===== src/sv/sdp_pkg.sv =====
package sdp_pkg;

  localparam int unsigned MaxFrameBytes = 4096;
  localparam int unsigned QueueDepth    = 4;
  localparam int unsigned SessionBytes  = 4;
  localparam int unsigned HeaderBytes   = 8;
  localparam int unsigned EntryBytes    = 16;
  localparam int unsigned EntryLastPos  = 15;
  localparam int unsigned OutDataW      = 160;

  typedef enum logic [2:0] {
    ST_OK           = 3'd0,
    ST_SHORT_HEADER = 3'd1,
    ST_BAD_LENGTH   = 3'd2,
    ST_MISMATCH     = 3'd3,
    ST_UNKNOWN_TYPE = 3'd4,
    ST_RESERVED_NZ  = 3'd5
  } status_e;

  typedef enum logic [1:0] {
    REG_FIND_TYPE    = 2'd0,
    REG_OFFER_TYPE   = 2'd1,
    REG_SUB_TYPE     = 2'd2,
    REG_SUB_ACK_TYPE = 2'd3
  } reg_idx_e;

  typedef struct packed {
    logic [7:0] find_code;
    logic [7:0] offer_code;
    logic [7:0] sub_code;
    logic [7:0] sub_ack_code;
  } type_codes_t;

  typedef struct packed {
    logic [7:0]  entry_type;
    logic [15:0] svc_id;
    logic [15:0] inst_id;
    logic [7:0]  major_ver;
    logic [23:0] ttl;
    logic [31:0] minor_ver;
    logic [15:0] evgrp_id;
  } entry_t;

  typedef struct packed {
    logic    has_entry;
    logic    has_status;
    entry_t  entry;
    status_e entry_status;
    logic [31:0] session;
    status_e frame_status;
  } item_t;

endpackage


===== src/sv/sdp_front.sv =====
module sdp_front #(
  parameter int unsigned MAX_FRAME_BYTES = sdp_pkg::MaxFrameBytes
) (
  input  logic                clk_i,
  input  logic                rst_ni,
  input  logic                in_accept_i,
  input  logic [7:0]          data_byte_i,
  input  logic                frame_end_i,
  input  sdp_pkg::type_codes_t codes_i,
  output logic                push_o,
  output sdp_pkg::item_t      item_o
);

  localparam int unsigned CntW = $clog2(MAX_FRAME_BYTES + 1);

  logic [CntW-1:0] cnt_q, cnt_d;
  logic            ovf_q, ovf_d;
  logic [31:0]     session_q, session_d;
  logic [31:0]     length_q, length_d;
  sdp_pkg::status_e fee_q, fee_d;
  logic [7:0]      entry_q [sdp_pkg::EntryLastPos];

  logic            sat;
  logic [3:0]      pos;
  logic            in_body;
  logic            entry_done;
  sdp_pkg::status_e entry_st;
  sdp_pkg::status_e frame_st;
  sdp_pkg::entry_t entry;
  logic            known;
  logic [32:0]     expected_len;

  assign sat        = (cnt_q == CntW'(MAX_FRAME_BYTES));
  assign pos        = cnt_q[3:0] ^ 4'(sdp_pkg::HeaderBytes);
  assign in_body    = (cnt_q >= CntW'(sdp_pkg::HeaderBytes));
  assign entry_done = in_accept_i && !sat && in_body && (pos == 4'(sdp_pkg::EntryLastPos));

  always_comb begin
    entry.entry_type = entry_q[0];
    entry.svc_id     = {entry_q[2], entry_q[3]};
    entry.inst_id    = {entry_q[4], entry_q[5]};
    entry.major_ver  = entry_q[6];
    entry.ttl        = {entry_q[7], entry_q[8], entry_q[9]};
    entry.minor_ver  = {entry_q[10], entry_q[11], entry_q[12], entry_q[13]};
    entry.evgrp_id   = {entry_q[14], data_byte_i};
  end

  assign known = (entry_q[0] == codes_i.find_code) || (entry_q[0] == codes_i.offer_code) ||
                 (entry_q[0] == codes_i.sub_code) || (entry_q[0] == codes_i.sub_ack_code);

  always_comb begin
    priority if (!known) begin
      entry_st = sdp_pkg::ST_UNKNOWN_TYPE;
    end else if (entry_q[1] != 8'd0) begin
      entry_st = sdp_pkg::ST_RESERVED_NZ;
    end else begin
      entry_st = sdp_pkg::ST_OK;
    end
  end

  always_comb begin
    cnt_d     = cnt_q;
    ovf_d     = ovf_q;
    session_d = session_q;
    length_d  = length_q;
    fee_d     = fee_q;
    if (in_accept_i) begin
      if (sat) begin
        ovf_d = 1'b1;
      end else begin
        cnt_d = cnt_q + CntW'(1);
        if (cnt_q < CntW'(sdp_pkg::SessionBytes)) begin
          session_d = {session_q[23:0], data_byte_i};
        end else if (!in_body) begin
          length_d = {length_q[23:0], data_byte_i};
        end
        if (entry_done && (fee_q == sdp_pkg::ST_OK)) begin
          fee_d = entry_st;
        end
      end
    end
  end

  assign expected_len = 33'(sdp_pkg::HeaderBytes) + {1'b0, length_d};

  always_comb begin
    priority if (cnt_d < CntW'(sdp_pkg::HeaderBytes)) begin
      frame_st = sdp_pkg::ST_SHORT_HEADER;
    end else if ((length_d == 32'd0) || (length_d[3:0] != 4'd0)) begin
      frame_st = sdp_pkg::ST_BAD_LENGTH;
    end else if (ovf_d || (33'(cnt_d) != expected_len)) begin
      frame_st = sdp_pkg::ST_MISMATCH;
    end else begin
      frame_st = fee_d;
    end
  end

  always_comb begin
    item_o.has_entry    = entry_done;
    item_o.has_status   = frame_end_i;
    item_o.entry        = entry;
    item_o.entry_status = entry_st;
    item_o.session      = session_d;
    item_o.frame_status = frame_st;
  end

  assign push_o = in_accept_i && (entry_done || frame_end_i);

  always_ff @(posedge clk_i or negedge rst_ni) begin
    if (!rst_ni) begin
      cnt_q     <= '0;
      ovf_q     <= 1'b0;
      session_q <= '0;
      length_q  <= '0;
      fee_q     <= sdp_pkg::ST_OK;
    end else if (in_accept_i && frame_end_i) begin
      cnt_q     <= '0;
      ovf_q     <= 1'b0;
      session_q <= '0;
      length_q  <= '0;
      fee_q     <= sdp_pkg::ST_OK;
    end else begin
      cnt_q     <= cnt_d;
      ovf_q     <= ovf_d;
      session_q <= session_d;
      length_q  <= length_d;
      fee_q     <= fee_d;
    end
  end

  always_ff @(posedge clk_i) begin
    if (in_accept_i && !sat && in_body && (pos != 4'(sdp_pkg::EntryLastPos))) begin
      entry_q[pos] <= data_byte_i;
    end
  end

endmodule


===== src/sv/sdp_queue.sv =====
module sdp_queue #(
  parameter int unsigned DEPTH = sdp_pkg::QueueDepth
) (
  input  logic           clk_i,
  input  logic           rst_ni,
  input  logic           push_i,
  input  sdp_pkg::item_t item_i,
  output logic           full_o,
  output logic           valid_o,
  input  logic           pop_i,
  output sdp_pkg::item_t item_o
);

  localparam int unsigned PtrW = (DEPTH > 1) ? $clog2(DEPTH) : 1;
  localparam int unsigned CntW = $clog2(DEPTH + 1);

  sdp_pkg::item_t  mem_q [DEPTH];
  logic [PtrW-1:0] wr_q, rd_q;
  logic [CntW-1:0] cnt_q;
  logic            do_pop;

  assign full_o  = (cnt_q == CntW'(DEPTH));
  assign valid_o = (cnt_q != '0);
  assign do_pop  = pop_i && valid_o;
  assign item_o  = mem_q[rd_q];

  always_ff @(posedge clk_i or negedge rst_ni) begin
    if (!rst_ni) begin
      wr_q  <= '0;
      rd_q  <= '0;
      cnt_q <= '0;
    end else begin
      if (push_i) begin
        wr_q <= (wr_q == PtrW'(DEPTH - 1)) ? '0 : wr_q + PtrW'(1);
      end
      if (do_pop) begin
        rd_q <= (rd_q == PtrW'(DEPTH - 1)) ? '0 : rd_q + PtrW'(1);
      end
      unique case ({push_i, do_pop})
        2'b10:   cnt_q <= cnt_q + CntW'(1);
        2'b01:   cnt_q <= cnt_q - CntW'(1);
        default: cnt_q <= cnt_q;
      endcase
    end
  end

  always_ff @(posedge clk_i) begin
    if (push_i) begin
      mem_q[wr_q] <= item_i;
    end
  end

endmodule


===== src/sv/sdp_back.sv =====
module sdp_back (
  input  logic                          clk_i,
  input  logic                          rst_ni,
  input  logic                          q_valid_i,
  input  sdp_pkg::item_t                q_item_i,
  output logic                          q_pop_o,
  output logic                          m_valid_o,
  input  logic                          m_ready_i,
  output logic [sdp_pkg::OutDataW-1:0]  m_data_o,
  output logic                          m_kind_o,
  output logic                          m_last_o
);

  logic                         valid_q;
  logic [sdp_pkg::OutDataW-1:0] data_q, data_d;
  logic                         kind_q, kind_d;
  logic                         phase_q;
  logic                         load;
  logic                         send_entry;
  sdp_pkg::entry_t              ent;
  sdp_pkg::status_e             st;
  logic [31:0]                  sess;

  assign load       = q_valid_i && (!valid_q || m_ready_i);
  assign send_entry = q_item_i.has_entry && !phase_q;
  assign q_pop_o    = load && !(send_entry && q_item_i.has_status);

  always_comb begin
    ent    = send_entry ? q_item_i.entry : '0;
    st     = send_entry ? q_item_i.entry_status : q_item_i.frame_status;
    sess   = send_entry ? 32'd0 : q_item_i.session;
    kind_d = !send_entry;
    data_d = {5'd0, st, sess, ent.evgrp_id, ent.minor_ver, ent.ttl,
              ent.major_ver, ent.inst_id, ent.svc_id, ent.entry_type};
  end

  always_ff @(posedge clk_i or negedge rst_ni) begin
    if (!rst_ni) begin
      valid_q <= 1'b0;
      phase_q <= 1'b0;
    end else begin
      if (load) begin
        valid_q <= 1'b1;
        phase_q <= send_entry && q_item_i.has_status;
      end else if (m_ready_i) begin
        valid_q <= 1'b0;
      end
    end
  end

  always_ff @(posedge clk_i) begin
    if (load) begin
      data_q <= data_d;
      kind_q <= kind_d;
    end
  end

  assign m_valid_o = valid_q;
  assign m_data_o  = data_q;
  assign m_kind_o  = kind_q;
  assign m_last_o  = kind_q;

endmodule


===== src/sv/sd_payload_parser.sv =====
// Service discovery payload parser. Payload bytes arrive one per transfer on the slave
// stream, with tlast on the final byte; the first eight bytes are the reboot/session word
// and the entries length, the rest is cut into 16-byte entries. Each complete entry yields
// one result (tuser low) with its decoded fields and entry status, and the final byte
// yields a status result (tuser and tlast high) with the frame status; a consumer drops
// the entries of a frame whose status is non-zero. The block takes one byte per cycle
// while the queue is not full; a four-deep queue separates the byte counter and field
// capture from the output register, which sends one result per cycle while the consumer
// is ready; a byte ending both an entry and the frame yields two results. Type codes must
// be written through the APB port only while the block is idle; no logic enforces it.
module sd_payload_parser #(
  parameter int unsigned MAX_FRAME_BYTES = sdp_pkg::MaxFrameBytes,
  parameter int unsigned QUEUE_DEPTH     = sdp_pkg::QueueDepth
) (
  input  logic                         clk_i,
  input  logic                         rst_ni,
  input  logic                         s_axis_tvalid,
  output logic                         s_axis_tready,
  // data_byte[7:0]
  input  logic [7:0]                   s_axis_tdata,
  input  logic                         s_axis_tlast,
  output logic                         m_axis_tvalid,
  input  logic                         m_axis_tready,
  // entry_type[7:0], svc_id[23:8], inst_id[39:24], major_ver[47:40],
  // ttl[71:48], minor_ver[103:72], evgrp_id[119:104],
  // session[151:120], status[154:152], zero fill[159:155]
  output logic [sdp_pkg::OutDataW-1:0] m_axis_tdata,
  // result_kind[0]
  output logic                         m_axis_tuser,
  output logic                         m_axis_tlast,
  input  logic                         psel,
  input  logic                         penable,
  input  logic                         pwrite,
  input  logic [3:0]                   paddr,
  input  logic [31:0]                  pwdata,
  output logic [31:0]                  prdata,
  output logic                         pready
);

  sdp_pkg::type_codes_t codes_q;
  sdp_pkg::reg_idx_e    reg_idx;
  sdp_pkg::item_t       push_item, head_item;
  logic                 in_accept;
  logic                 push, full, head_valid, pop;

  assign pready  = 1'b1;
  assign reg_idx = sdp_pkg::reg_idx_e'(paddr[3:2]);

  always_ff @(posedge clk_i or negedge rst_ni) begin
    if (!rst_ni) begin
      codes_q.find_code    <= 8'd0;
      codes_q.offer_code   <= 8'd1;
      codes_q.sub_code     <= 8'd6;
      codes_q.sub_ack_code <= 8'd7;
    end else if (psel && penable && pwrite && pready) begin
      unique case (reg_idx)
        sdp_pkg::REG_FIND_TYPE:    codes_q.find_code    <= pwdata[7:0];
        sdp_pkg::REG_OFFER_TYPE:   codes_q.offer_code   <= pwdata[7:0];
        sdp_pkg::REG_SUB_TYPE:     codes_q.sub_code     <= pwdata[7:0];
        sdp_pkg::REG_SUB_ACK_TYPE: codes_q.sub_ack_code <= pwdata[7:0];
        default:                   codes_q              <= codes_q;
      endcase
    end
  end

  always_comb begin
    unique case (reg_idx)
      sdp_pkg::REG_FIND_TYPE:    prdata = {24'd0, codes_q.find_code};
      sdp_pkg::REG_OFFER_TYPE:   prdata = {24'd0, codes_q.offer_code};
      sdp_pkg::REG_SUB_TYPE:     prdata = {24'd0, codes_q.sub_code};
      sdp_pkg::REG_SUB_ACK_TYPE: prdata = {24'd0, codes_q.sub_ack_code};
      default:                   prdata = 32'd0;
    endcase
  end

  assign s_axis_tready = !full;
  assign in_accept     = s_axis_tvalid && s_axis_tready;

  sdp_front #(
    .MAX_FRAME_BYTES(MAX_FRAME_BYTES)
  ) u_front (
    .clk_i       (clk_i),
    .rst_ni      (rst_ni),
    .in_accept_i (in_accept),
    .data_byte_i (s_axis_tdata),
    .frame_end_i (s_axis_tlast),
    .codes_i     (codes_q),
    .push_o      (push),
    .item_o      (push_item)
  );

  sdp_queue #(
    .DEPTH(QUEUE_DEPTH)
  ) u_queue (
    .clk_i   (clk_i),
    .rst_ni  (rst_ni),
    .push_i  (push),
    .item_i  (push_item),
    .full_o  (full),
    .valid_o (head_valid),
    .pop_i   (pop),
    .item_o  (head_item)
  );

  sdp_back u_back (
    .clk_i     (clk_i),
    .rst_ni    (rst_ni),
    .q_valid_i (head_valid),
    .q_item_i  (head_item),
    .q_pop_o   (pop),
    .m_valid_o (m_axis_tvalid),
    .m_ready_i (m_axis_tready),
    .m_data_o  (m_axis_tdata),
    .m_kind_o  (m_axis_tuser),
    .m_last_o  (m_axis_tlast)
  );

  a_no_push_when_full: assert property (@(posedge clk_i) disable iff (!rst_ni)
    push |-> !full)
    else $error("queue written while full");

  a_pop_needs_head: assert property (@(posedge clk_i) disable iff (!rst_ni)
    pop |-> head_valid)
    else $error("queue popped while empty");

  a_status_fields_clear: assert property (@(posedge clk_i) disable iff (!rst_ni)
    (m_axis_tvalid && m_axis_tuser) |-> (m_axis_tdata[119:0] == '0))
    else $error("status result carries entry fields");

  a_entry_session_clear: assert property (@(posedge clk_i) disable iff (!rst_ni)
    (m_axis_tvalid && !m_axis_tuser) |-> (m_axis_tdata[151:120] == '0) && !m_axis_tlast)
    else $error("entry result carries session word or end flag");

endmodule


===== config.mk =====
export PLATFORM = sky130hd
export DESIGN_NAME = sd_payload_parser
export DESIGN_NICKNAME = d
export VERILOG_FILES = /design/src/sv/sdp_pkg.sv /design/src/sv/sdp_front.sv /design/src/sv/sdp_queue.sv /design/src/sv/sdp_back.sv /design/src/sv/sd_payload_parser.sv
export SDC_FILE = /design/constraint.sdc
export NUM_CORES = 1
export LEC_CHECK = 0
export BUFFER_PORTS_ARGS = -buffer_cell sky130_fd_sc_hd__clkbuf_2
export CAP_MARGIN = 20
export CORE_ASPECT_RATIO = 1.1
export CORE_MARGIN = 4
export CORE_UTILIZATION = 50
export CTS_BUF_LIST = sky130_fd_sc_hd__clkbuf_8 sky130_fd_sc_hd__clkbuf_16
export DETAILED_ROUTE_END_ITERATION = 12
export PLACE_DENSITY = 0.71
export SKIP_LAST_GASP = 1
export SYNTH_ARGS = -nofsm -noshare
export SYNTH_HDL_FRONTEND = slang
export SYNTH_SLANG_ARGS = --single-unit

===== constraint.sdc =====
create_clock -name clk_i -period 15.96 [get_ports clk_i]
set_input_delay 3.192 -clock clk_i [delete_from_list [all_inputs] [get_ports clk_i]]
set_output_delay 3.192 -clock clk_i [all_outputs]
set_load 0.05 [all_outputs]

==> results of run 1 <==
## worst reg2reg max path: cells and delay by family (launching register included)
family,cells,cell delay (ps)
DFF,1,440
muxes,1,340
adders and majority gates,1,300
and+or+nand+nor,6,2760
AOI/OAI and AO/OA,3,1000
xor gates and xnor gates,1,90
buffers and inverters,2,440
## area by class of cell
cell class,count,area [µm²],area share [%]
clock buffer,110,2650,5.79
clock inverter,78,604,1.32
inverter,19,71.3,0.156
multi-input combinational,1076,9340,20.4
sequential,1034,30500,66.6
tap,1054,1320,2.88
timing repair buffer,229,1310,2.86
## synth_stat cells, types with 34 or more instances
| cell type | count |
|---|---|
| a21oi_1 | 71 |
| and2_1 | 162 |
| clkbuf_1 | 88 |
| dfrtp_1 | 116 |
| edfxtp_1 | 912 |
| mux2_2 | 38 |
| mux4_2 | 166 |
| nand2_1 | 186 |
| nand3_1 | 34 |
| nor2_1 | 62 |
| xor2_1 | 59 |
## routing by layer
metal / global-route usage, % / share of wire [%] / vias to the layer above
li1: - / - / 9054
met1: 27.4 / 41 / 10600
met2: 34.1 / 51 / 633
met3: 2.98 / 5.4 / 119
met4: 5.64 / 2.1 / 2
met5: 0 / 0.015 / -
## per-stage QoR
step | setup slack [ps] | hold slack, ps | area (µm²) | util (%) | total power [µW]
3_5_place_dp | 7620 | 481 | 42400 | 52.9 | 6460
5_1_grt | 7910 | 499 | 45800 | 57.1 | 9080
3_3_place_gp | 7600 | 464 | 42400 | 52.9 | 6400
4_1_cts | 8300 | 474 | 45700 | 57.0 | 8780
6_report | 8200 | 477 | 45800 | 57.1 | 8680
2_1_floorplan | 3360 | 456 | 40500 | - | 5780
## power by group
group          internal [µW]  leakage, µW  switching, µW
clock network           1330      0.00167            982
registers               3550       0.0100            242
logic                    837      0.00437           1740
## registers in the layout, summed over array words and instances (netlist names)
signal and flops:
u_front.fee_q 3, u_front.entry_q 120, u_queue.rd_q 2, u_queue.cnt_q 3, u_front.ovf_q 1, u_back.phase_q 1
u_back.m_valid_o 1, u_queue.wr_q 2, u_front.session_q 32, codes_q 32, u_queue.mem_q 636, u_front.length_q 32
u_front.cnt_q 13, u_back.m_kind_o 1, u_back.m_data_o 155
## worst paths after layout
check / endpoint / startpoint
max in group asynchronous: codes_q[25] / rst_ni
min in group asynchronous: u_front.session_q[24] / rst_ni
setup / recovery: u_queue.mem_q[2][0] / s_axis_tvalid
hold / removal: u_queue.mem_q[2][143] / u_front.entry_q[2][1]
setup reg to reg: u_queue.mem_q[2][0] / u_front.cnt_q[6]
hold reg to reg: u_queue.mem_q[2][143] / u_front.entry_q[2][1]
## cells by family after synthesis
family,count (synthesis)
other,2
buffers and inverters,168
flip-flops,1034
multiplexers,217
XOR/XNOR,90
adder cells (fa/ha/maj),12
AND/OR/NAND/NOR,585
AO/OA/AOI/OAI,142
==> impl_metrics.toml, run 1 <==
[layout]
n_antenna_cell = 0
fill_cells = 5968
fin_cells = 3600
layout_common_cells = "912 x edfxtp_1, 191 x clkbuf_2, 186 x nand2_1, 166 x mux4_2, 157 x and2_1"
layout_commonest_cell = "edfxtp_1"
finalNetCount = 2524
syn_to_final_growth_pct = 13.2
layout-drive-gt1-share_pct = 23.9

[cts]
cts_resized = 0
cts_tree = "done"
cts.clk_slew.worst_paths_ps = 60
cts_inserted_buffers = 100
h-tree-depth = 3
ctsLongestPathBuffers = 3
clock_sinks = 1034
clk_latency_ps = 670
cts_root_buf = "clkbuf_16"
hold_buffers = 0
cts_setup_buffers = 0

[timing]
slew_violations = 0
finalClockSkew_ps = 31.6
tightest_slew_ps = 1050
finalCritPeriodShare_pct = 48.6
fin_crit_ps = 7760
setup_tns_ps = 0
max_freq_ghz = 0.129
timing.slew.headroom_pct = 29.5
hold_violations = 0
rsz0062_at_grt = "no"
finalSetupViolations = 0

[die]
rows = 109
core_um2 = 80200
dieWidth_um = 279
die_area_um2 = 85400
initial_core_util_pct = 50.4
ios = 249
die_h_um = 306

[logic_synthesis]
synth-compound-area-share_pct = 2.17
synth_fa_ha_area_share_pct = 0.390
netlist_top_cells_area = "edfxtp_1 68%, mux4_2 9.3%, dfrtp_1 7.2%"
synth.distinct_cells = 65
ys_warn_count = 0
synth-xor-area-share_pct = 1.95
synth_top_area_share_pct = 67.8
async_flop_share_pct = 11.8
syn_area_um2 = 40400
synth_edf_count = 912
synth_top_family_by_area = "multiplexers"
yosys.area.top_type = "edfxtp_1"
synth_seq_cells = 1034
syn_avg_cell_area_um2 = 18.0
syn_inst = 2250
synth-main-ff-cell = "edfxtp_1"
ys_seq_area_share_pct = 75.4
synthSimpleGateAreaFrac_pct = 7.54
synth_mux_area_share_pct = 10.6

[grt]
gr-usage-all-layers_pct = 20.0
first_global_vias = 21100
grt_pass1_wl_um = 130000
grt_max_degree = 96
grt_overflow = 0
antenna_found_initial = 1

[routing]
avgViaCountPerCell = 5.67
wirelength_um = 85200
drt_iter0_drc = 1659
avgRoutedWirePerCell_um = 23.7
drtPass1Iterations = 7
antenna_left = 0
drc = 0
vias = 20400

[placed_design]
hpwl_um = 49400
gp_congestion = 0.879
io_buffers = 192
place_inst = 3409

[job]
drv_cap = 0

[hold_path]
holdPathStages = 0
hp-class = "flop to flop"

[critical_path]
path_class = "input pin to flop"
cpMaxStageDelayCell = "or4_1"
reg2reg_slack_ps = 10280
required_ps = 16310
crit_buf_inv = 3
start_kind = "input pin"
critPathArrivalTime_ps = 8110
path_max_fanout = 59
r2r_cells = 14
crit_chain = "clkbuf_2 > or4bb_1 > or4_2 > buf_4 > mux2i_2 > inv_1 > ha_1 > nand3_1 > or4_1 > nor3_1 > xnor2_1 > o41ai_1 > o211ai_1 > nor4b_1 > a21oi_1"
crit_family = "simple AND/OR/NAND/NOR gates"
cp_num_cells = 15
max_stage_delay_ps = 650
cp-end-kind = "flop"

[pwr]
powerDensity_nw_per_um2 = 190
p_leak_uw = 0.0161
peakVddDrop_uv = 137

[outcome]
status = "finished clean"
No activity file was read; power rests on OpenSTA's default activity.
==> inputs of run 2 (changes only) <==
clock period = 7.3 ns   (was 15.96 ns; I/O delays follow)
==> impl_metrics.toml, run 2 (synthesized netlist as in run 1, its figures left out) <==
[die]
initial_core_util_pct = 50.4
ios = 249
dieWidth_um = 279
rows = 109
die_area_um2 = 85400
die_h_um = 306
core_um2 = 80200

[routing]
avgViaCountPerCell = 5.70
antenna_left = 0
vias = 20500
avgRoutedWirePerCell_um = 23.8
drt_iter0_drc = 1612
drtPass1Iterations = 6
drc = 0
wirelength_um = 85700

[grt]
first_global_vias = 21400
grt_max_degree = 114
grt_overflow = 0
antenna_found_initial = 1
gr-usage-all-layers_pct = 20.1
grt_pass1_wl_um = 131000

[timing]
setup_tns_ps = 0
finalClockSkew_ps = 27.7
rsz0062_at_grt = "no"
max_freq_ghz = 0.184
fin_ws_ps = 1870
hold_violations = 0
finalCritPeriodShare_pct = 74.4
timing.slew.headroom_pct = 30.0
tightest_slew_ps = 1050
slew_violations = 0
fin_crit_ps = 5430
finalSetupViolations = 0

[critical_path]
cpMaxStageDelayCell = "or4_2"
cp_num_cells = 14
start_kind = "input pin"
max_stage_delay_ps = 610
path_max_fanout = 7
critPathArrivalTime_ps = 5790
crit_family = "simple AND/OR/NAND/NOR gates"
required_ps = 7660
crit_end = "u_queue.mem_q[0][0]"
cp-end-kind = "flop"
r2r_cells = 13
cpMostUsedCell = "nand3_1"
reg2reg_slack_ps = 2190
r2r-start = "u_front.cnt_q[5]"
r2r-end = "u_queue.mem_q[0][0]"
path_class = "input pin to flop"
setup.worst_path.start = "s_axis_tvalid"
crit_buf_inv = 2
crit_chain = "clkbuf_2 > or4bb_1 > or4_2 > mux2i_2 > inv_1 > ha_1 > nand3_1 > nor4_1 > nand3_1 > or3_1 > o311ai_1 > o2111ai_1 > nor4_2 > a21oi_1"

[cts]
h-tree-depth = 3
clock_sinks = 1034
ctsLongestPathBuffers = 3
cts_resized = 0
cts_tree = "done"
cts_root_buf = "clkbuf_16"
hold_buffers = 0
clk_latency_ps = 670
cts.clk_slew.worst_paths_ps = 60
cts_inserted_buffers = 99
cts_setup_buffers = 0

[placed_design]
place_ws_ps = 1250
dpl_cell_area_um2 = 42500
io_buffers = 192
gp_congestion = 0.862
hpwl_um = 50000

[outcome]
status = "finished clean"

[layout]
regMostFlops = "u_queue.mem_q"
layout_commonest_cell = "edfxtp_1"
seq_area_um2 = 30500
n_antenna_cell = 0
largest_reg_flops = 636
layout_common_cells = "912 x edfxtp_1, 191 x clkbuf_2, 186 x nand2_1, 166 x mux4_2, 157 x and2_1"
syn_to_final_growth_pct = 13.3
fill_cells = 6006
fin_area_um2 = 45800
finalNetCount = 2522
layout-drive-gt1-share_pct = 23.8
multi_input_area_um2 = 9340

[pwr]
powerDensity_nw_per_um2 = 416
p_leak_uw = 0.0161
peakVddDrop_uv = 361

[hold_path]
min-delay-start = "u_front.entry_q[3][1]"
hp-class = "flop to flop"

[job]
drv_cap = 0
## run 2: worst register-to-register path: stages, from the launching register on
cell and delay (ps):
dfrtp_1 480, or4_4 580, or4_2 710, mux2i_2 240
inv_1 100, ha_1 300, nand3_1 250, nor4_1 580
nand3_1 250, or3_1 410, o311ai_1 140, o2111ai_1 210
nor4_2 350, a21oi_1 210
## run 2: area by class of cell
type / instances / share of cell area, %
Clock buffer: 99 / 5.41
Clock inverter: 86 / 1.75
Inverter: 19 / 0.156
Multi-Input combinational cell: 1076 / 20.4
Sequential cell: 1034 / 66.5
Tap cell: 1054 / 2.88
Timing Repair Buffer: 228 / 2.88
## run 2: per-stage QoR
| stage | instances | utilization [%] | total power, µW | hold slack (ps) |
|---|---|---|---|---|
| CTS | 3595 | 57.1 | 19300 | 485 |
| finish | 3596 | 57.1 | 19000 | 482 |
| global route | 3596 | 57.1 | 19900 | 501 |
| global placement | 3410 | 53.0 | 14000 | 464 |
| detailed placement | 3410 | 53.0 | 14100 | 480 |
| floorplan | 2278 | - | 12600 | 456 |
## run 2: layer usage
layer	vias to the layer above	track usage, %	routed length, µm
met5	-	0	12
met1	10700	27.4	35400
met4	2	5.41	1760
met2	662	34.3	43800
li1	9041	-	-
met3	110	3.25	4800
## run 2: how the worst min path moves through the flow
stage                       endpoint  slack (ps)  depth (start not counted)
2_1_floorplan       u_queue.cnt_q[2]         460                          1
3_3_place_gp    u_queue.mem_q[3][65]         460                          0
3_5_place_dp   u_queue.mem_q[3][135]         480                          0
4_1_cts         u_queue.mem_q[0][73]         490                          0
5_1_grt        u_queue.mem_q[3][100]         500                          0
6_report       u_queue.mem_q[0][135]         480                          0
## run 2: where the power goes
part           leakage [µW]  switching (µW)  internal, µW  total, µW
combinational       0.00437            3840          1820       5660
sequential           0.0100             516          7760       8270
clock               0.00168            2150          2970       5120
